[config.mk]
export PLATFORM = sky130hd
export DESIGN_NAME = bcc_queue
export DESIGN_NICKNAME = d
export VERILOG_FILES = /design/src/rtl/bcc_pkg.sv /design/src/rtl/bcc_queue.sv
export SDC_FILE = /design/constraint.sdc
export NUM_CORES = 1
export LEC_CHECK = 0
export BUFFER_PORTS_ARGS = -buffer_cell sky130_fd_sc_hd__clkbuf_2
export CAP_MARGIN = 15
export CORE_MARGIN = 3
export CORE_UTILIZATION = 46
export DETAILED_ROUTE_END_ITERATION = 8
export PLACE_DENSITY_LB_ADDON = 0.15
export SKIP_CTS_REPAIR_TIMING = 1
export SLEW_MARGIN = 10
export SYNTH_ARGS = -nofsm -noshare
export SYNTH_HDL_FRONTEND = slang
export SYNTH_SLANG_ARGS = --single-unit
[constraint.sdc]
create_clock -name clk -period 3.4 [get_ports clk]
set_input_delay 0.51 -clock clk [delete_from_list [all_inputs] [get_ports clk]]
set_output_delay 0.51 -clock clk [all_outputs]
set_load 0.005 [all_outputs]
[src/rtl/bcc_pkg.sv]
// Shared types, constants and helpers for the BGRA canvas compositor.
// No dependencies; every other file of the block imports this package.
package bcc_pkg;

  localparam int ACT_W      = 2;
  localparam int POS_W      = 13;
  localparam int CH_W       = 8;
  localparam int PIX_W      = 4 * CH_W;
  localparam int CFG_ADDR_W = 3;
  localparam int CFG_DATA_W = 24;
  localparam int DIM_W      = 9;
  localparam int OFS_W      = 16;
  localparam int KEY_W      = 24;
  localparam int COORD_W    = 18;   // signed offset plus frame-local position
  localparam int LIN_W      = 27;   // linear address before truncation
  localparam int Q_DEPTH    = 2;

  localparam int DEF_MAX_CANVAS_WIDTH  = 256;
  localparam int DEF_MAX_CANVAS_HEIGHT = 256;

  localparam logic [DIM_W-1:0] RST_CANVAS_WIDTH  = 9'd256;
  localparam logic [DIM_W-1:0] RST_CANVAS_HEIGHT = 9'd256;

  localparam logic [CH_W-1:0] CH_MAX    = 8'hFF;
  localparam logic [15:0]     ROUND_ADD = 16'd127;
  localparam logic [31:0]     RECIP_255 = 32'd32897;   // ceil(2^23 / 255)

  typedef enum logic [ACT_W-1:0] {
    ACT_COMPOSITE = 2'd0,
    ACT_CLEAR     = 2'd1,
    ACT_READ      = 2'd2
  } bcc_act_t;

  typedef enum logic [CFG_ADDR_W-1:0] {
    CFG_CANVAS_WIDTH  = 3'd0,
    CFG_CANVAS_HEIGHT = 3'd1,
    CFG_FRAME_LEFT    = 3'd2,
    CFG_FRAME_TOP     = 3'd3,
    CFG_KEY_COLOR     = 3'd4,
    CFG_KEY_ENABLE    = 3'd5,
    CFG_FORCE_OPAQUE  = 3'd6
  } bcc_cfg_idx_t;

  // Commands that travel from the front end to the store engine
  typedef enum logic [1:0] {
    OP_WRITE    = 2'd0,   // store the pixel word as is (copy or clear)
    OP_BLEND    = 2'd1,   // read, blend over, write back
    OP_READ     = 2'd2,   // read and return
    OP_READ_OUT = 2'd3    // read outside the canvas: return zeros
  } bcc_op_t;

  typedef struct packed {
    bcc_op_t          op;
    logic [PIX_W-1:0] pixel;   // {A, R, G, B}
  } bcc_cmd_t;

  typedef struct packed {
    logic [DIM_W-1:0]        canvas_width;
    logic [DIM_W-1:0]        canvas_height;
    logic signed [OFS_W-1:0] frame_left;
    logic signed [OFS_W-1:0] frame_top;
    logic [KEY_W-1:0]        key_color;
    logic                    key_enable;
    logic                    force_opaque;
  } bcc_cfg_t;

  typedef struct packed {
    logic [ACT_W-1:0] action;
    logic [POS_W-1:0] pos_x;
    logic [POS_W-1:0] pos_y;
    logic [CH_W-1:0]  blue;
    logic [CH_W-1:0]  green;
    logic [CH_W-1:0]  red;
    logic [CH_W-1:0]  alpha;
  } bcc_item_t;

  // Rounded division by 255 of a product d*(255-a); exact for every 8x8 product
  function automatic logic [CH_W-1:0] div255_round(input logic [15:0] prod);
    logic [15:0] v;
    logic [31:0] m;
    v = prod + ROUND_ADD;
    m = 32'(v) * RECIP_255;
    return m[30:23];
  endfunction

endpackage

[src/rtl/bcc_queue.sv]
// Short command queue between the front end and the store engine.
// Depends on bcc_pkg for the command type.
module bcc_queue import bcc_pkg::*; #(
  parameter int ADDR_W = 16,
  parameter int DEPTH  = Q_DEPTH
) (
  input  logic              clk,
  input  logic              rst_n,
  input  logic              push,
  input  bcc_cmd_t          push_cmd,
  input  logic [ADDR_W-1:0] push_addr,
  input  logic              pop,
  output bcc_cmd_t          head_cmd,
  output logic [ADDR_W-1:0] head_addr,
  output logic              full,
  output logic              empty
);

  localparam int PTR_W = (DEPTH > 1) ? $clog2(DEPTH) : 1;
  localparam int CNT_W = $clog2(DEPTH + 1);

  bcc_cmd_t          cmd_q  [DEPTH];
  logic [ADDR_W-1:0] addr_q [DEPTH];
  logic [PTR_W-1:0]  wr_ptr_r;
  logic [PTR_W-1:0]  rd_ptr_r;
  logic [CNT_W-1:0]  count_r;

  assign full      = (count_r == CNT_W'(DEPTH));
  assign empty     = (count_r == '0);
  assign head_cmd  = cmd_q[rd_ptr_r];
  assign head_addr = addr_q[rd_ptr_r];

  always_ff @(posedge clk) begin
    if (!rst_n) begin
      wr_ptr_r <= '0;
      rd_ptr_r <= '0;
      count_r  <= '0;
    end else begin
      if (push) begin
        wr_ptr_r <= (wr_ptr_r == PTR_W'(DEPTH - 1)) ? '0 : wr_ptr_r + 1'b1;
      end
      if (pop) begin
        rd_ptr_r <= (rd_ptr_r == PTR_W'(DEPTH - 1)) ? '0 : rd_ptr_r + 1'b1;
      end
      if (push && !pop) begin
        count_r <= count_r + 1'b1;
      end else if (pop && !push) begin
        count_r <= count_r - 1'b1;
      end
    end
  end

  always_ff @(posedge clk) begin
    if (push) begin
      cmd_q[wr_ptr_r]  <= push_cmd;
      addr_q[wr_ptr_r] <= push_addr;
    end
  end

endmodule

After elaboration in Yosys (flattened, before gate mapping) --
Memories as Yosys holds them, arrays and structs flattened. A register that Yosys moved wholly into a read port is not among the register bits. Index checks and enable logic that the tools add are counted.
Word-level totals: memories 2, input bits 54, register bits 4, output and inout port bits 52, word-level logic and storage cells 26, RAM bits 100
Operators by class: reduce and logical (&&, ||, !) cells 6, equality and inequality tests 1, multiplexer cells 10, add/sub/neg operators 4
Memory list:
- cmd_q | depth 2, bits a word 34, rd ports 1, clocked after Yosys merged registers in 1, wr ports 1, RTL line bcc_queue.sv:22 | bcc_cmd_t cmd_q [DEPTH];
- addr_q | depth 2, bits a word 16, rd ports 1, clocked after Yosys merged registers in 1, wr ports 1, RTL line bcc_queue.sv:23 | logic [ADDR_W-1:0] addr_q [DEPTH];
Operators by type and width (number):
- two-way mux 1 bit | 8
- two-way mux 2 bit | 2
- adder 1 bit (second input constant) | 2
- adder 2 x 1 -> 2 bit (second input constant) | 1
- == test 2 bit (second input constant) | 1
- logical AND 1 bit | 2
- zero test 1 bit | 2
- zero test 2 bit | 1
- nonzero test 2 bit | 1
- subtractor 2 x 1 -> 2 bit (second input constant) | 1

Logic depth before layout (Yosys ltp) --
depth in word-level cells 4, gate-level depth with buffers 5, gate-level depth less buffers 5

Worst setup path after synthesis --
OpenSTA, ideal clock, no wires.
kind in2reg, start point input port push, end point memory addr_q[0][0], enable pin, library setup time 465 ps, arrival time 2757 ps, slack 178 ps, stages on the path 1, path buffers 0, path through nor2b_1
Between the ends: word-level cells in the longest chain between the ends 2
Ends and longest elaborated chain:
- start: declaration | RTL line bcc_queue.sv:9 | input logic push,
- two-way mux 1 bit | RTL line bcc_queue.sv:54 | if (push) begin
- two-way mux 1 bit (not written as such) | RTL line bcc_queue.sv:56 | addr_q[wr_ptr_r] <= push_addr;
- end: declaration | RTL line bcc_queue.sv:23
No other way between the ends.

==> results.tsv <==
stage	metric	value	unit
power	Peak VDD IR	0.2771	mV
finish	storage element area	3104	sq um
clock_tree	cts bufs inserted	9	
power	final total power	0.002575	W
worst_setup_path	Stages on worst setup path	3	
sta	Final setup viols	0	
yosys	EDFF count, synth	100	
worst_setup_path	Critical Path Sink	head_cmd[31]	
sta	final hold violations	0	
yosys	Netlist cell types	17	
floorplanning	DIE AREA	9422	sq um
sta	fmax	403.6	MHz
yosys	#FFs+latches synth	105	
detailed_routing	mean routed wirelength per cell	16.20	microns
sta	Final Skew	6.117	ps
power	part of the power in combinational logic	0.100	
power	PD cells	549.1	nW/um^2
global_routing	GR Overflow Total	0	
yosys	top-area cell type share of the netlist area	0.7871	
yosys	Syn Inst Count	178	
floorplanning	floorplan core area	7888	sq um
sta	Final TNS setup	0	ps
yosys	area leader, netlist	edfxtp_1	
finish	fin nets	347	
yosys	sequential area share after synthesis	0.8134	
power	Leakage Power	1.789	nW
flow_run	Max Cap Viol	0	
finish	multi-input combinational cell area	686.9	sq um
worst_setup_path	CP Max Fanout	33	
worst_setup_path	r2r setup slk	1880	ps
finish	Ant. Diodes	0	
yosys	Synth area leaders	edfxtp_1 79%, mux2_2 14%, dfxtp_1 2.6%	
placement	worst slack, placed	1261	ps
detailed_routing	vias per cell	4.872	
worst_setup_path	Worst path slowest cell	dfxtp_2	
clock_tree	Sink Count	105	
finish	Area Growth Syn to Fin	22.93	%
run_status	status	completed	
worst_setup_path	reg2reg end	addr_q[1][9]	
sta	Final WS setup	922.3	ps
clock_tree	root buffer cell	clkbuf_8	
detailed_routing	drt initial violations	62	
global_routing	initial antenna violation count	0	
worst_setup_path	CP Launch Type	flop	
clock_tree	worst skew pair latency	340	ps
sta	final slew viol count	0	
worst_setup_path	Crit Path Category	reg -> out	
yosys	Post-Syn Area	3815	sq um
global_routing	first-pass GRT wire length	10220	microns
global_routing	GRT Overall Usage	0.1393	
finish	Final Util	0.5945	
floorplanning	Die X-Extent	97.07	microns
floorplanning	initial core utilization	0.4837	
worst_setup_path	reg2reg start	wr_ptr_r	
sta	Final min period	2478	ps
worst_setup_path	crit-path max cell delay	610	ps
global_routing	vias in the first global route	2053	
sta	Slew @ Worst Pin	626.4	ps
yosys	synth warn	0	
worst_setup_path	WP data required	2890	ps
detailed_routing	Pre-Repair DR Iteration Count	4	
global_routing	largest net degree at the start of global routing	46	
yosys	synthesized net count	233	
yosys	post-synthesis area per instance	21.43	sq um
yosys	Post-synth top flop	edfxtp_1	
floorplanning	# IOs	106	
worst_setup_path	buffer and inverter count on the worst path	2	
power	switching share of power	0.2064	
detailed_routing	Final ANT Viol Nets	0	
sta	Rel. slew slack	0.5824	
min_path	HP Class	in -> reg	
power	switching pwr	0.0005315	W
placement	IO buf count	105	
worst_setup_path	R2R depth	2	
clock_tree	Worst-path clk slew	90	ps
yosys	async set-reset flop share out of synthesis	0	
placement	detailed placer's ending HPWL	4348	microns
sta	Final period util	0.7287	
worst_setup_path	WP data arrival	1970	ps
detailed_routing	routed vias	1944	
finish	share of layout cells above drive strength 1	0.5825	
finish	number of fill cells	614	
yosys	most numerous cell in the Yosys netlist	edfxtp_1	
worst_setup_path	largest delay contributor family on the critical path	flip-flops	
detailed_routing	WL final	6463	microns
clock_tree	CTS max path bufs	2	
power	P_int	0.002044	W
worst_setup_path	CP endpoint kind	output pin	
sta	RSZ-0062 raised after global routing	false	
worst_setup_path	crit path cell chain	buf_4 -> mux2_2 -> clkbuf_2	
yosys	top cells by count, synth	100 x edfxtp_1, 47 x mux2_2, 6 x buf_2	
floorplanning	floorplan row count	32	
power	power share of the clock group	0.311	
clock_tree	CTS tree	built	
power	Flop pwr share	0.589	
detailed_routing	# DRC	0	
placement	GP Congestion	0.7236	
clock_tree	H-tree depth	3	
floorplanning	Die Y	97.07	microns
metal layers:
metal	track usage	up-vias	share of wire
met1	0.1715	955	0.44
met3	0.03159	6	0.054
li1	-	921	-
met4	0.05184	0	0.0084
met5	0	-	0
met2	0.2404	62	0.50
power groups by stage:
stage | sequential, W | clock [W] | combinational [W]
2_1_floorplan | 0.00154 | 0 | 0.000142
3_3_place_gp | 0.00154 | 0 | 0.000262
3_5_place_dp | 0.00155 | 0 | 0.000263
4_1_cts | 0.00152 | 0.000826 | 0.000264
5_1_grt | 0.00152 | 0.000879 | 0.000285
6_report | 0.00152 | 0.000802 | 0.000257
cells in the final DEF, fill, tap and decap left out:
cell type and n:
o21a_1 1, a21boi_1 1, nor2b_4 1, buf_4 4, clkbuf_2 105, dfxtp_1 4, and2_1 3, and2_2 1
clkbuf_1 2, clkinv_1 1, dfxtp_2 1, bufinv_16 2, clkinvlp_4 1, mux2_2 47, clkinv_4 1, inv_1 1
and2b_2 1, xnor2_1 1, clkbuf_8 9, ha_1 1, xor2_1 2, o21ai_0 1, mux2_1 3, nor2_1 1
or3_1 1, edfxtp_1 100, nor2b_1 1
registers in the layout (all words and copies together), names as in the netlist, named ones only:
| register | flops |
|---|---|
| addr_q | 32 |
| rd_ptr_r | 1 |
| cmd_q | 68 |
| count_r | 2 |
| wr_ptr_r | 1 |
cell families after synthesis:
family,after synthesis,share of synthesized area
xor+xnor,3,0.006889
compound gates,3,0.005248
fa+ha+maj,1,0.003279
flops,105,0.8134
mux,50,0.1476
simple gates,9,0.01476
buf+inv,7,0.008855
worst min path at each step:
stage / start / end / slack, ps / cells after the start
final: push_cmd[28] / cmd_q[0][28] / 350 / 1
after global routing: push_cmd[9] / cmd_q[0][9] / 330 / 1
after CTS: push_cmd[28] / cmd_q[0][28] / 330 / 1
after detailed placement: count_r[1] / count_r[1] / 500 / 2
after global placement: count_r[1] / count_r[1] / 490 / 2
after floorplan: count_r[1] / count_r[1] / 470 / 2
worst reg2reg max path, cell delays in order (launching register included):
cell and delay [ps]:
dfxtp_1 390, and2_2 480, buf_4 350
final cells by class:
class	count	share of cell area
Inverter	1	0.0008004
Tap cell	102	0.02721
Multi-Input combinational cell	66	0.1465
Clock inverter	5	0.01708
Clock buffer	11	0.02801
Sequential cell	105	0.6620
Timing Repair Buffer	109	0.1185
through the flow:
stage | cells | instance area [sq um] | hold slack, ps
detailed placement | 383 | 4478 | 504.9
finish | 399 | 4690 | 346.4
floorplan | 178 | 3815 | 466.2
global route | 399 | 4690 | 327.3
global placement | 383 | 4478 | 490.1
CTS | 399 | 4690 | 330.4
(Power assumes the default switching activity.)
