--- config.mk ---
export PLATFORM = sky130hd
export DESIGN_NAME = bcc_front_flat
export DESIGN_NICKNAME = d
export VERILOG_FILES = /design/src/rtl/bcc_pkg.sv /design/src/rtl/bcc_in_if.sv /design/src/rtl/bcc_front.sv /design/src/flat_wrapper.sv
export SDC_FILE = /design/constraint.sdc
export NUM_CORES = 1
export LEC_CHECK = 0
export ABC_AREA = 1
export ABC_CLOCK_PERIOD_IN_PS = 19600
export BUFFER_PORTS_ARGS = -buffer_cell sky130_fd_sc_hd__buf_2
export CORE_MARGIN = 2
export CORE_UTILIZATION = 50
export DETAILED_ROUTE_END_ITERATION = 8
export MAX_ROUTING_LAYER = met4
export PLACE_DENSITY = 0.81
export SYNTH_ARGS = -nofsm -noshare
export SYNTH_HDL_FRONTEND = slang
export SYNTH_SLANG_ARGS = --single-unit
--- constraint.sdc ---
create_clock -name clk -period 19.6 [get_ports clk]
set_input_delay 0 -clock clk [delete_from_list [all_inputs] [get_ports clk]]
set_output_delay 0 -clock clk [all_outputs]
set_load 0.03 [all_outputs]
--- src/rtl/bcc_pkg.sv ---
// Shared types, constants and helpers for the BGRA canvas compositor.
// No dependencies; every other file of the block imports this package.
package bcc_pkg;

  localparam int ACT_W      = 2;
  localparam int POS_W      = 13;
  localparam int CH_W       = 8;
  localparam int PIX_W      = 4 * CH_W;
  localparam int CFG_ADDR_W = 3;
  localparam int CFG_DATA_W = 24;
  localparam int DIM_W      = 9;
  localparam int OFS_W      = 16;
  localparam int KEY_W      = 24;
  localparam int COORD_W    = 18;   // signed offset plus frame-local position
  localparam int LIN_W      = 27;   // linear address before truncation
  localparam int Q_DEPTH    = 2;

  localparam int DEF_MAX_CANVAS_WIDTH  = 256;
  localparam int DEF_MAX_CANVAS_HEIGHT = 256;

  localparam logic [DIM_W-1:0] RST_CANVAS_WIDTH  = 9'd256;
  localparam logic [DIM_W-1:0] RST_CANVAS_HEIGHT = 9'd256;

  localparam logic [CH_W-1:0] CH_MAX    = 8'hFF;
  localparam logic [15:0]     ROUND_ADD = 16'd127;
  localparam logic [31:0]     RECIP_255 = 32'd32897;   // ceil(2^23 / 255)

  typedef enum logic [ACT_W-1:0] {
    ACT_COMPOSITE = 2'd0,
    ACT_CLEAR     = 2'd1,
    ACT_READ      = 2'd2
  } bcc_act_t;

  typedef enum logic [CFG_ADDR_W-1:0] {
    CFG_CANVAS_WIDTH  = 3'd0,
    CFG_CANVAS_HEIGHT = 3'd1,
    CFG_FRAME_LEFT    = 3'd2,
    CFG_FRAME_TOP     = 3'd3,
    CFG_KEY_COLOR     = 3'd4,
    CFG_KEY_ENABLE    = 3'd5,
    CFG_FORCE_OPAQUE  = 3'd6
  } bcc_cfg_idx_t;

  // Commands that travel from the front end to the store engine
  typedef enum logic [1:0] {
    OP_WRITE    = 2'd0,   // store the pixel word as is (copy or clear)
    OP_BLEND    = 2'd1,   // read, blend over, write back
    OP_READ     = 2'd2,   // read and return
    OP_READ_OUT = 2'd3    // read outside the canvas: return zeros
  } bcc_op_t;

  typedef struct packed {
    bcc_op_t          op;
    logic [PIX_W-1:0] pixel;   // {A, R, G, B}
  } bcc_cmd_t;

  typedef struct packed {
    logic [DIM_W-1:0]        canvas_width;
    logic [DIM_W-1:0]        canvas_height;
    logic signed [OFS_W-1:0] frame_left;
    logic signed [OFS_W-1:0] frame_top;
    logic [KEY_W-1:0]        key_color;
    logic                    key_enable;
    logic                    force_opaque;
  } bcc_cfg_t;

  typedef struct packed {
    logic [ACT_W-1:0] action;
    logic [POS_W-1:0] pos_x;
    logic [POS_W-1:0] pos_y;
    logic [CH_W-1:0]  blue;
    logic [CH_W-1:0]  green;
    logic [CH_W-1:0]  red;
    logic [CH_W-1:0]  alpha;
  } bcc_item_t;

  // Rounded division by 255 of a product d*(255-a); exact for every 8x8 product
  function automatic logic [CH_W-1:0] div255_round(input logic [15:0] prod);
    logic [15:0] v;
    logic [31:0] m;
    v = prod + ROUND_ADD;
    m = 32'(v) * RECIP_255;
    return m[30:23];
  endfunction

endpackage

--- src/rtl/bcc_in_if.sv ---
// Input channel of the canvas compositor: valid/ready plus one action item.
// Depends on bcc_pkg for field widths.
interface bcc_in_if import bcc_pkg::*; ();
  logic             valid;
  logic             ready;
  logic [ACT_W-1:0] action;
  logic [POS_W-1:0] pos_x;
  logic [POS_W-1:0] pos_y;
  logic [CH_W-1:0]  blue;
  logic [CH_W-1:0]  green;
  logic [CH_W-1:0]  red;
  logic [CH_W-1:0]  alpha;

  modport source (output valid, action, pos_x, pos_y, blue, green, red, alpha,
                  input ready);
  modport sink   (input valid, action, pos_x, pos_y, blue, green, red, alpha,
                  output ready);
endinterface

--- src/rtl/bcc_front.sv ---
// Front end: accepts action items, offsets and clips them, and turns them into store commands.
// Depends on bcc_pkg and bcc_in_if.
module bcc_front import bcc_pkg::*; #(
  parameter int MAX_CANVAS_WIDTH  = DEF_MAX_CANVAS_WIDTH,
  parameter int MAX_CANVAS_HEIGHT = DEF_MAX_CANVAS_HEIGHT,
  parameter int ADDR_W            = 16
) (
  input  logic              clk,
  input  logic              rst_n,
  bcc_in_if.sink            in_ch,
  input  bcc_cfg_t          cfg,
  input  logic              clearing,
  input  logic              q_full,
  output logic              push,
  output bcc_cmd_t          push_cmd,
  output logic [ADDR_W-1:0] push_addr
);

  localparam logic [COORD_W-2:0] MAX_W = (COORD_W-1)'(MAX_CANVAS_WIDTH);
  localparam logic [COORD_W-2:0] MAX_H = (COORD_W-1)'(MAX_CANVAS_HEIGHT);

  logic                      stage_valid_r;
  bcc_item_t                 item_r;
  logic                      drop;
  logic                      stage_done;
  logic                      accept;
  logic [COORD_W-2:0]        eff_w;
  logic [COORD_W-2:0]        eff_h;
  logic signed [COORD_W-1:0] xs;
  logic signed [COORD_W-1:0] ys;
  logic                      on_canvas;
  logic [LIN_W-1:0]          lin;

  // Clamp the configured size to the store's size
  always_comb begin
    eff_w = ((COORD_W-1)'(cfg.canvas_width) > MAX_W) ? MAX_W
                                                     : (COORD_W-1)'(cfg.canvas_width);
    eff_h = ((COORD_W-1)'(cfg.canvas_height) > MAX_H) ? MAX_H
                                                      : (COORD_W-1)'(cfg.canvas_height);
  end

  // Canvas position: offset by the frame origin except for reads
  always_comb begin
    if (bcc_act_t'(item_r.action) == ACT_READ) begin
      xs = COORD_W'(item_r.pos_x);
      ys = COORD_W'(item_r.pos_y);
    end else begin
      xs = COORD_W'(cfg.frame_left) + COORD_W'(item_r.pos_x);
      ys = COORD_W'(cfg.frame_top) + COORD_W'(item_r.pos_y);
    end
    on_canvas = !xs[COORD_W-1] && !ys[COORD_W-1] &&
                (xs[COORD_W-2:0] < eff_w) && (ys[COORD_W-2:0] < eff_h);
    lin = LIN_W'(ys[POS_W-1:0]) * LIN_W'(MAX_CANVAS_WIDTH) + LIN_W'(xs[POS_W-1:0]);
  end

  // Classify; dropped items never reach the queue
  always_comb begin
    drop           = 1'b1;
    push_cmd.op    = OP_WRITE;
    push_cmd.pixel = {item_r.alpha, item_r.red, item_r.green, item_r.blue};
    unique case (bcc_act_t'(item_r.action))
      ACT_COMPOSITE: begin
        drop        = !on_canvas || (item_r.alpha == '0);
        push_cmd.op = (item_r.alpha == CH_MAX) ? OP_WRITE : OP_BLEND;
      end
      ACT_CLEAR: begin
        drop           = !on_canvas;
        push_cmd.pixel = '0;
      end
      ACT_READ: begin
        drop        = 1'b0;
        push_cmd.op = on_canvas ? OP_READ : OP_READ_OUT;
      end
      default: drop = 1'b1;
    endcase
  end

  assign push_addr   = lin[ADDR_W-1:0];
  assign push        = stage_valid_r && !drop && !q_full;
  assign stage_done  = stage_valid_r && (drop || !q_full);
  assign in_ch.ready = !clearing && (!stage_valid_r || stage_done);
  assign accept      = in_ch.valid && in_ch.ready;

  always_ff @(posedge clk) begin
    if (!rst_n) begin
      stage_valid_r <= 1'b0;
    end else if (accept) begin
      stage_valid_r <= 1'b1;
    end else if (stage_done) begin
      stage_valid_r <= 1'b0;
    end
  end

  always_ff @(posedge clk) begin
    if (accept) begin
      item_r <= '{action: in_ch.action, pos_x: in_ch.pos_x, pos_y: in_ch.pos_y,
                  blue: in_ch.blue, green: in_ch.green, red: in_ch.red,
                  alpha: in_ch.alpha};
    end
  end

endmodule

--- src/flat_wrapper.sv ---
// flat-port wrapper written by rule: the top's interface ports become plain ports
module bcc_front_flat import bcc_pkg::*;
#(
  parameter int MAX_CANVAS_WIDTH  = DEF_MAX_CANVAS_WIDTH,
  parameter int MAX_CANVAS_HEIGHT = DEF_MAX_CANVAS_HEIGHT,
  parameter int ADDR_W            = 16
)
  (clk, rst_n, cfg, clearing, q_full, push, push_cmd, push_addr, in_ch_valid, in_ch_action, in_ch_pos_x, in_ch_pos_y, in_ch_blue, in_ch_green, in_ch_red, in_ch_alpha, in_ch_ready);
  bcc_in_if in_ch_i ();
  input  logic clk;
  input  logic rst_n;
  input  bcc_cfg_t cfg;
  input  logic clearing;
  input  logic q_full;
  output logic push;
  output bcc_cmd_t push_cmd;
  output logic [ADDR_W-1:0] push_addr;
  input wire logic [$bits(in_ch_i.valid)-1:0] in_ch_valid;
  input wire logic [$bits(in_ch_i.action)-1:0] in_ch_action;
  input wire logic [$bits(in_ch_i.pos_x)-1:0] in_ch_pos_x;
  input wire logic [$bits(in_ch_i.pos_y)-1:0] in_ch_pos_y;
  input wire logic [$bits(in_ch_i.blue)-1:0] in_ch_blue;
  input wire logic [$bits(in_ch_i.green)-1:0] in_ch_green;
  input wire logic [$bits(in_ch_i.red)-1:0] in_ch_red;
  input wire logic [$bits(in_ch_i.alpha)-1:0] in_ch_alpha;
  output wire logic [$bits(in_ch_i.ready)-1:0] in_ch_ready;
  assign in_ch_i.valid = in_ch_valid;
  assign in_ch_i.action = in_ch_action;
  assign in_ch_i.pos_x = in_ch_pos_x;
  assign in_ch_i.pos_y = in_ch_pos_y;
  assign in_ch_i.blue = in_ch_blue;
  assign in_ch_i.green = in_ch_green;
  assign in_ch_i.red = in_ch_red;
  assign in_ch_i.alpha = in_ch_alpha;
  assign in_ch_ready = in_ch_i.ready;
  bcc_front #(.MAX_CANVAS_WIDTH(MAX_CANVAS_WIDTH), .MAX_CANVAS_HEIGHT(MAX_CANVAS_HEIGHT), .ADDR_W(ADDR_W)) u_core (.clk(clk), .rst_n(rst_n), .in_ch(in_ch_i), .cfg(cfg), .clearing(clearing), .q_full(q_full), .push(push), .push_cmd(push_cmd), .push_addr(push_addr));
endmodule
=== Word level (Yosys, flattened, before mapping) ===
Cells that the tools add are included.

* Register bits: 61
* Latch bits: 0
* Memory bits (writable): 0
* Memory bits (read-only): 0
* Input port bits: 141
* Memories kept: 0

* Add/subtract/negate cells: 3
* $mul: 0
* Divide/modulo/power cells: 0
* Order comparisons: 4
* Equal/unequal tests: 3
* Shift-type cells: 0
* Mux-type cells: 11
* Bitwise operators: 0
* Reduce and logical (&&, ||, !) cells: 21

{| class="wikitable"
|+ Operator list
! kind !! number
|-
| two-way mux 18 bit || 2
|-
| adder 16 x 14 -> 17 bit || 2
|-
| two-way mux 32 bit || 1
|-
| greater-than comparator 9 bit (second input constant) || 2
|-
| two-way mux 9 bit || 2
|-
| < comparator 17 bit || 1
|-
| < comparator 17 x 9 -> 1 bit || 1
|-
| adder 16 x 13 -> 16 bit || 1
|-
| equality test 8 bit (second input constant) || 1
|-
| logical AND 1 bit || 8
|-
| logical NOT 8 bit || 1
|-
| logical NOT 1 bit || 7
|-
| two-way mux 1 bit || 4
|-
| one-hot mux 2 bit (2 select lines) || 1
|-
| logical OR 1 bit || 3
|-
| one-hot mux 1 bit (3 select lines) || 1
|-
| equality test 2 x 1 -> 1 bit (second input constant) || 1
|-
| equality test 2 bit (second input constant) || 1
|-
| logical NOT 2 bit || 1
|-
| nonzero test 2 bit || 1
|}

=== Longest topological paths before layout ===
* Depth after elaboration: 15
* Mapped depth: 25

=== Least setup slack after synthesis ===
OpenSTA, ideal clock, no wires.

* Path type: register -> register
* From: reg u_core.item_r[45] in the netlist's numbering
* To: reg u_core.item_r[0] in the netlist's numbering (enable)
* Setup time: 0.565 ns
* Arrival: 7.356 ns
* Required time: 19.035 ns
* Path slack: 11.678 ns
* Stages on the path, launching flop included: 21
* Path buffers: 0
* Cell sequence: edfxtp_1 ha_1 fa_1 nand3_1 nand3_2 nand2_1 nand2_1 xnor2_1 o21ai_0 ha_1 nand2_1 inv_1 nand2_1 nand2_1 nand2_1 nand2_1 nor2_2 nand4_1 nand2_2 nand2_2 nor3b_1

* Cells in the longest elaborated chain, start to end: 14
* Elaborated cells on any way between the ends: 15
* Those cells by class: add/sub (1); order compare (1); mux (2); reduce/logical (11)

{| class="wikitable"
|+ RTL lines
! item !! line !! text
|-
| start: declaration || bcc_front.sv:23 || <nowiki>bcc_item_t item_r;</nowiki>
|-
| start signal: assignment || bcc_front.sv:96 || <nowiki>item_r <= '{action: in_ch.action, pos_x: in_ch.pos_x, pos_y: in_ch.pos_y,</nowiki>
|-
| adder 16 x 14 -> 17 bit || bcc_front.sv:48 || <nowiki>xs = COORD_W'(cfg.frame_left) + COORD_W'(item_r.pos_x);</nowiki>
|-
| two-way mux 18 bit (*) || bcc_front.sv:44 || <nowiki>if (bcc_act_t'(item_r.action) == ACT_READ) begin</nowiki>
|-
| branches (longest 2 deep; another with < comparator 17 bit) || - ||
|-
| logical AND 1 bit (*) || bcc_front.sv:51 || <nowiki>on_canvas = !xs[COORD_W-1] && !ys[COORD_W-1] &&</nowiki>
|-
| logical AND 1 bit (*) || bcc_front.sv:52 || <nowiki>(xs[COORD_W-2:0] < eff_w) && (ys[COORD_W-2:0] < eff_h);</nowiki>
|-
| logical NOT 1 bit (*) || bcc_front.sv:63, bcc_front.sv:67 ||
|-
| logical OR 1 bit || bcc_front.sv:63 || <nowiki>drop = !on_canvas || (item_r.alpha == '0);</nowiki>
|-
| one-hot mux 1 bit (3 select lines) (*) || bcc_front.sv:61 || <nowiki>unique case (bcc_act_t'(item_r.action))</nowiki>
|-
| logical OR 1 bit (*) || bcc_front.sv:80 || <nowiki>assign stage_done = stage_valid_r && (drop || !q_full);</nowiki>
|-
| logical AND 1 bit (*) || bcc_front.sv:80 ||
|-
| logical OR 1 bit (*) || bcc_front.sv:81 || <nowiki>assign in_ch.ready = !clearing && (!stage_valid_r || stage_done);</nowiki>
|-
| logical AND 1 bit (*) || bcc_front.sv:81 ||
|-
| logical AND 1 bit (*) || bcc_front.sv:82 || <nowiki>assign accept = in_ch.valid && in_ch.ready;</nowiki>
|-
| net u_core.accept || bcc_front.sv:26 || <nowiki>logic accept;</nowiki>
|}

Mark *: on every way through the listed nets, which the timed path passes.
A chain may end at the register's enable or synchronous reset.

=== Worst setup path after layout ===
* From: reg u_core.item_r[32] in the netlist's numbering
* To: reg u_core.item_r[53] in the netlist's numbering (enable)

* Cells in the longest elaborated chain, start to end: 14
* Elaborated cells on any way between the ends: 15
* Those cells by class: add/sub (1); order compare (1); mux (2); reduce/logical (11)

{| class="wikitable"
|+ RTL lines
! item !! line !! text
|-
| adder 16 x 14 -> 17 bit || bcc_front.sv:49 || <nowiki>ys = COORD_W'(cfg.frame_top) + COORD_W'(item_r.pos_y);</nowiki>
|-
| two-way mux 18 bit (*) || bcc_front.sv:44 ||
|-
| branches (longest 3 deep; another with < comparator 17 x 9 -> 1 bit) || - ||
|-
| logical AND 1 bit (*) || bcc_front.sv:52 ||
|-
| logical NOT 1 bit (*) || bcc_front.sv:63, bcc_front.sv:67 ||
|-
| logical OR 1 bit || bcc_front.sv:63 ||
|-
| one-hot mux 1 bit (3 select lines) (*) || bcc_front.sv:61 ||
|-
| logical OR 1 bit (*) || bcc_front.sv:80 ||
|-
| logical AND 1 bit (*) || bcc_front.sv:80 ||
|-
| logical OR 1 bit (*) || bcc_front.sv:81 ||
|-
| logical AND 1 bit (*) || bcc_front.sv:81 ||
|-
| logical AND 1 bit (*) || bcc_front.sv:82 ||
|-
| net u_core.accept || bcc_front.sv:26 ||
|}

Marked as above.

==> results.json <==
{
  "nFillCells": 805,
  "critical_path.max_stage_delay_ns": 0.74,
  "p_sw_share_pct": 38.0,
  "cts_root_buf": "clkbuf_8",
  "drt_iter0_drc": 264,
  "timing.fmax_mhz": 211,
  "power_switching_uw": 157,
  "yosysWarnings": 0,
  "grt_pass1_wl_mm": 23.2,
  "finalSetupViolations": 0,
  "worst_pin_slew_ns": 1.21,
  "drive_gt1_share_pct": 22.4,
  "ys_ff_latch": 61,
  "synthesis.nets": 889,
  "cts_buffers": 9,
  "crit_top_cell": "nand2_1",
  "netlist-cell-type-count": 37,
  "vdd_drop_max_uv": 49.8,
  "critPathMaxFanout": 48,
  "post_cts_resized": 0,
  "use_met3_pct": 3.38,
  "dp_slack_ns": 14.90,
  "drcViolationCount": 0,
  "use_met2_pct": 45.5,
  "crit_chain": "ha_1 > fa_1 > nand2_1 > nand3_1 > nand3b_1 > nand2_1 > xor2_1 > nand2_1 > o21ai_0 > ha_1 > nand2_1 > inv_1 > nand2_1 > nand2_1 > nand2_1 > nand2_1 > nor2_1 > nand2_1 > nor2_2 > nand4_1 > nand2_2 > nand2_2 > nor3b_2 > buf_4",
  "cp-start-kind": "flip-flop",
  "multi_input_area_um2": 2730,
  "layout.nets": 1122,
  "rsz0062_at_grt": "false",
  "hold_start": "clearing",
  "clk_pin_slew_worst_paths_ns": 0.08,
  "met1_usage_pct": 33.6,
  "fp.coreArea_um2": 9770,
  "yosysSeqAreaShare_pct": 36.1,
  "syn_inst": 699,
  "worstPathRequired_ns": 19.58,
  "synthesis.area_um2": 5040,
  "setup_slack_ns": 14.86,
  "htreeDepth": 3,
  "top_level_ports": 193,
  "cts.path.max_buffers": 2,
  "grt_pass1_vias": 5072,
  "rows": 36,
  "insertion_delay_ns": 0.34,
  "grt_max_degree": 49,
  "synth_edf_count": 60,
  "antenna_found_initial": 1,
  "finalClockSkew_ns": 0.0124,
  "die_x_um": 104,
  "routedWlPerCell_um": 13.6,
  "slew_headroom_pct": 19.0,
  "antenna_left": 0,
  "fin_tns_setup_ns": 0,
  "pwr-share-seq_pct": 36.9,
  "dr.pass1.iters": 5,
  "critPathSlowestCell": "nor3b_2",
  "cts_tree": "done",
  "grt_usage_pct": 27.5,
  "grt_overflow": 0,
  "crit_type": "flip-flop to flip-flop",
  "die-area_um2": 10900,
  "totalWireLength_mm": 14.6,
  "power_frac_comb_pct": 38.9,
  "viasPerCell": 4.89,
  "drv_slew": 0,
  "period_needed_ns": 4.74,
  "worstSetupStartpoint": "u_core.item_r[32]$_DFFE_PP_",
  "min_path_type": "primary input to flip-flop",
  "intPower_uw": 257,
  "top_usage_layer": "met2",
  "start_util_pct": 51.6,
  "io_buffers": 166,
  "async_reset_ff_share_pct": 0,
  "detailedPlacementHpwl_mm": 10.4,
  "die_y_um": 104,
  "maxCapViolCount": 0,
  "hold_viol_final": 0,
  "cts_hold_buf": 62,
  "fin_crit_sh_pct": 24.2,
  "post_cts.repair.setup_buffers": 0,
  "gp_congestion": 0.927,
  "area.sequential_um2": 1820,
  "p_per_area_nw_per_um2": 60.8,
  "synth_flop_cell": "edfxtp_1",
  "syn_area_per_cell_um2": 7.21,
  "worstSetupEndpointType": "flip-flop",
  "area_growth_pct": 35.4,
  "p_leak_nw": 3.67,
  "outcome": "complete, no violations",
  "p_clk_share_pct": 24.2,
  "cp_data_arrival_time_ns": 4.72,
  "regToRegStartpoint": "u_core.item_r[32]$_DFFE_PP_",
  "clkSinkCount": 61,
  "vias": 5240
}
-- cell usage after synthesis (4+ instances only) --
| master | n | area share (%) |
|---|---|---|
| a21oi_1 | 28 | 2.8 |
| and2_1 | 5 | 0.62 |
| clkbuf_1 | 5 | 0.37 |
| edfxtp_1 | 60 | 36 |
| ha_1 | 46 | 11 |
| inv_1 | 121 | 9.0 |
| nand2_1 | 224 | 17 |
| nand2_2 | 10 | 1.2 |
| nand3_1 | 33 | 3.3 |
| nand4_1 | 9 | 1.1 |
| nor2_1 | 83 | 6.2 |
| nor2_2 | 4 | 0.50 |
| nor3_1 | 4 | 0.40 |
| o21ai_0 | 11 | 1.1 |
| xnor2_1 | 10 | 1.7 |
| xor2_1 | 10 | 1.7 |
-- logic make-up after synthesis --
| group | synth area share (%) |
|---|---|
| simple gates | 32.5 |
| fa+ha+maj | 12.6 |
| flops | 36.1 |
| mux | 0.199 |
| xor+xnor | 3.48 |
| compound gates | 5.26 |
| buf+inv | 9.81 |
-- state kept, by name (all words and copies together), names as in the netlist --
register	count
u_core.item_r	60
u_core.stage_valid_r	1
-- stage by stage --
stage               power [mW]  hold WS (ns)  cells  util, %  instance area [µm²]
global placement         0.302         0.176    992     61.6                 6020
CTS                      0.413        0.0940   1070     69.8                 6820
floorplan                0.262        0.0976    699        -                 5040
detailed placement       0.305         0.178    992     61.6                 6020
finish                   0.415         0.105   1071     69.8                 6820
global route             0.440         0.116   1071     69.8                 6820
-- worst max-delay path, delay by kind of cell (launching register included) --
family / cells / cell delay [ns]
compound gates: 1 / 0.14
buf+inv: 2 / 0.69
simple gates: 17 / 1.93
fa+ha+maj: 3 / 1.01
xor+xnor: 1 / 0.15
flops: 1 / 0.40
-- cell type report --
type | count | area share, %
antenna | 1 | 0.0367
inverter | 124 | 6.82
sequential | 61 | 26.7
multi-input combinational | 507 | 40.0
timing repair buffer | 229 | 21.4
clock buffer | 9 | 1.82
tap | 133 | 2.44
clock inverter | 7 | 0.752
-- metal layers --
layer | routed length (µm) | vias to the layer above
met5 | 0 | -
met2 | 6910 | 209
met1 | 6300 | 2306
met3 | 931 | 34
li1 | - | 2691
met4 | 425 | 0
-- placed cells by master (no fill, tap or decap), types with 2 or more instances in the layout --
| cell type | synthesis | layout |
|---|---|---|
| clkinv_4 | 0 | 2 |
| nand2_1 | 224 | 224 |
| dlygate4sd3_1 | 0 | 62 |
| buf_2 | 2 | 166 |
| ha_1 | 46 | 46 |
| inv_2 | 3 | 3 |
| xor2_1 | 10 | 10 |
| nand3_2 | 2 | 2 |
| or2_1 | 2 | 2 |
| inv_1 | 121 | 121 |
| nor2_2 | 4 | 5 |
| fa_1 | 3 | 3 |
| edfxtp_1 | 60 | 60 |
| xnor2_1 | 10 | 10 |
| a21oi_1 | 28 | 28 |
| nor2_1 | 83 | 82 |
| nand3b_1 | 3 | 3 |
| nand3_1 | 33 | 33 |
| nor3_1 | 4 | 4 |
| clkinv_2 | 0 | 3 |
| clkbuf_8 | 0 | 9 |
| and2_1 | 5 | 5 |
| nand4_1 | 9 | 9 |
| nand2_2 | 10 | 10 |
| a41oi_1 | 2 | 2 |
| nor4_1 | 3 | 3 |
| o21ai_0 | 11 | 11 |
| or2_2 | 3 | 3 |
-- worst paths after layout --
check | slack, ns | cells past startpoint | to
max | 14.86 | 24 | u_core.item_r[53]$_DFFE_PP_
min | 0.11 | 2 | u_core.item_r[40]$_DFFE_PP_
max reg2reg | 14.86 | 24 | u_core.item_r[53]$_DFFE_PP_
min reg2reg | 0.98 | 4 | u_core.item_r[40]$_DFFE_PP_
-- power groups by stage --
stage | sequential (mW) | combinational [mW] | clock, mW
after global routing | 0.154 | 0.179 | 0.107
after floorplan | 0.155 | 0.107 | 0
after global placement | 0.155 | 0.147 | 0
after detailed placement | 0.156 | 0.149 | 0
after CTS | 0.153 | 0.159 | 0.101
final | 0.153 | 0.161 | 0.100
Power figures use the tool's default switching activity.
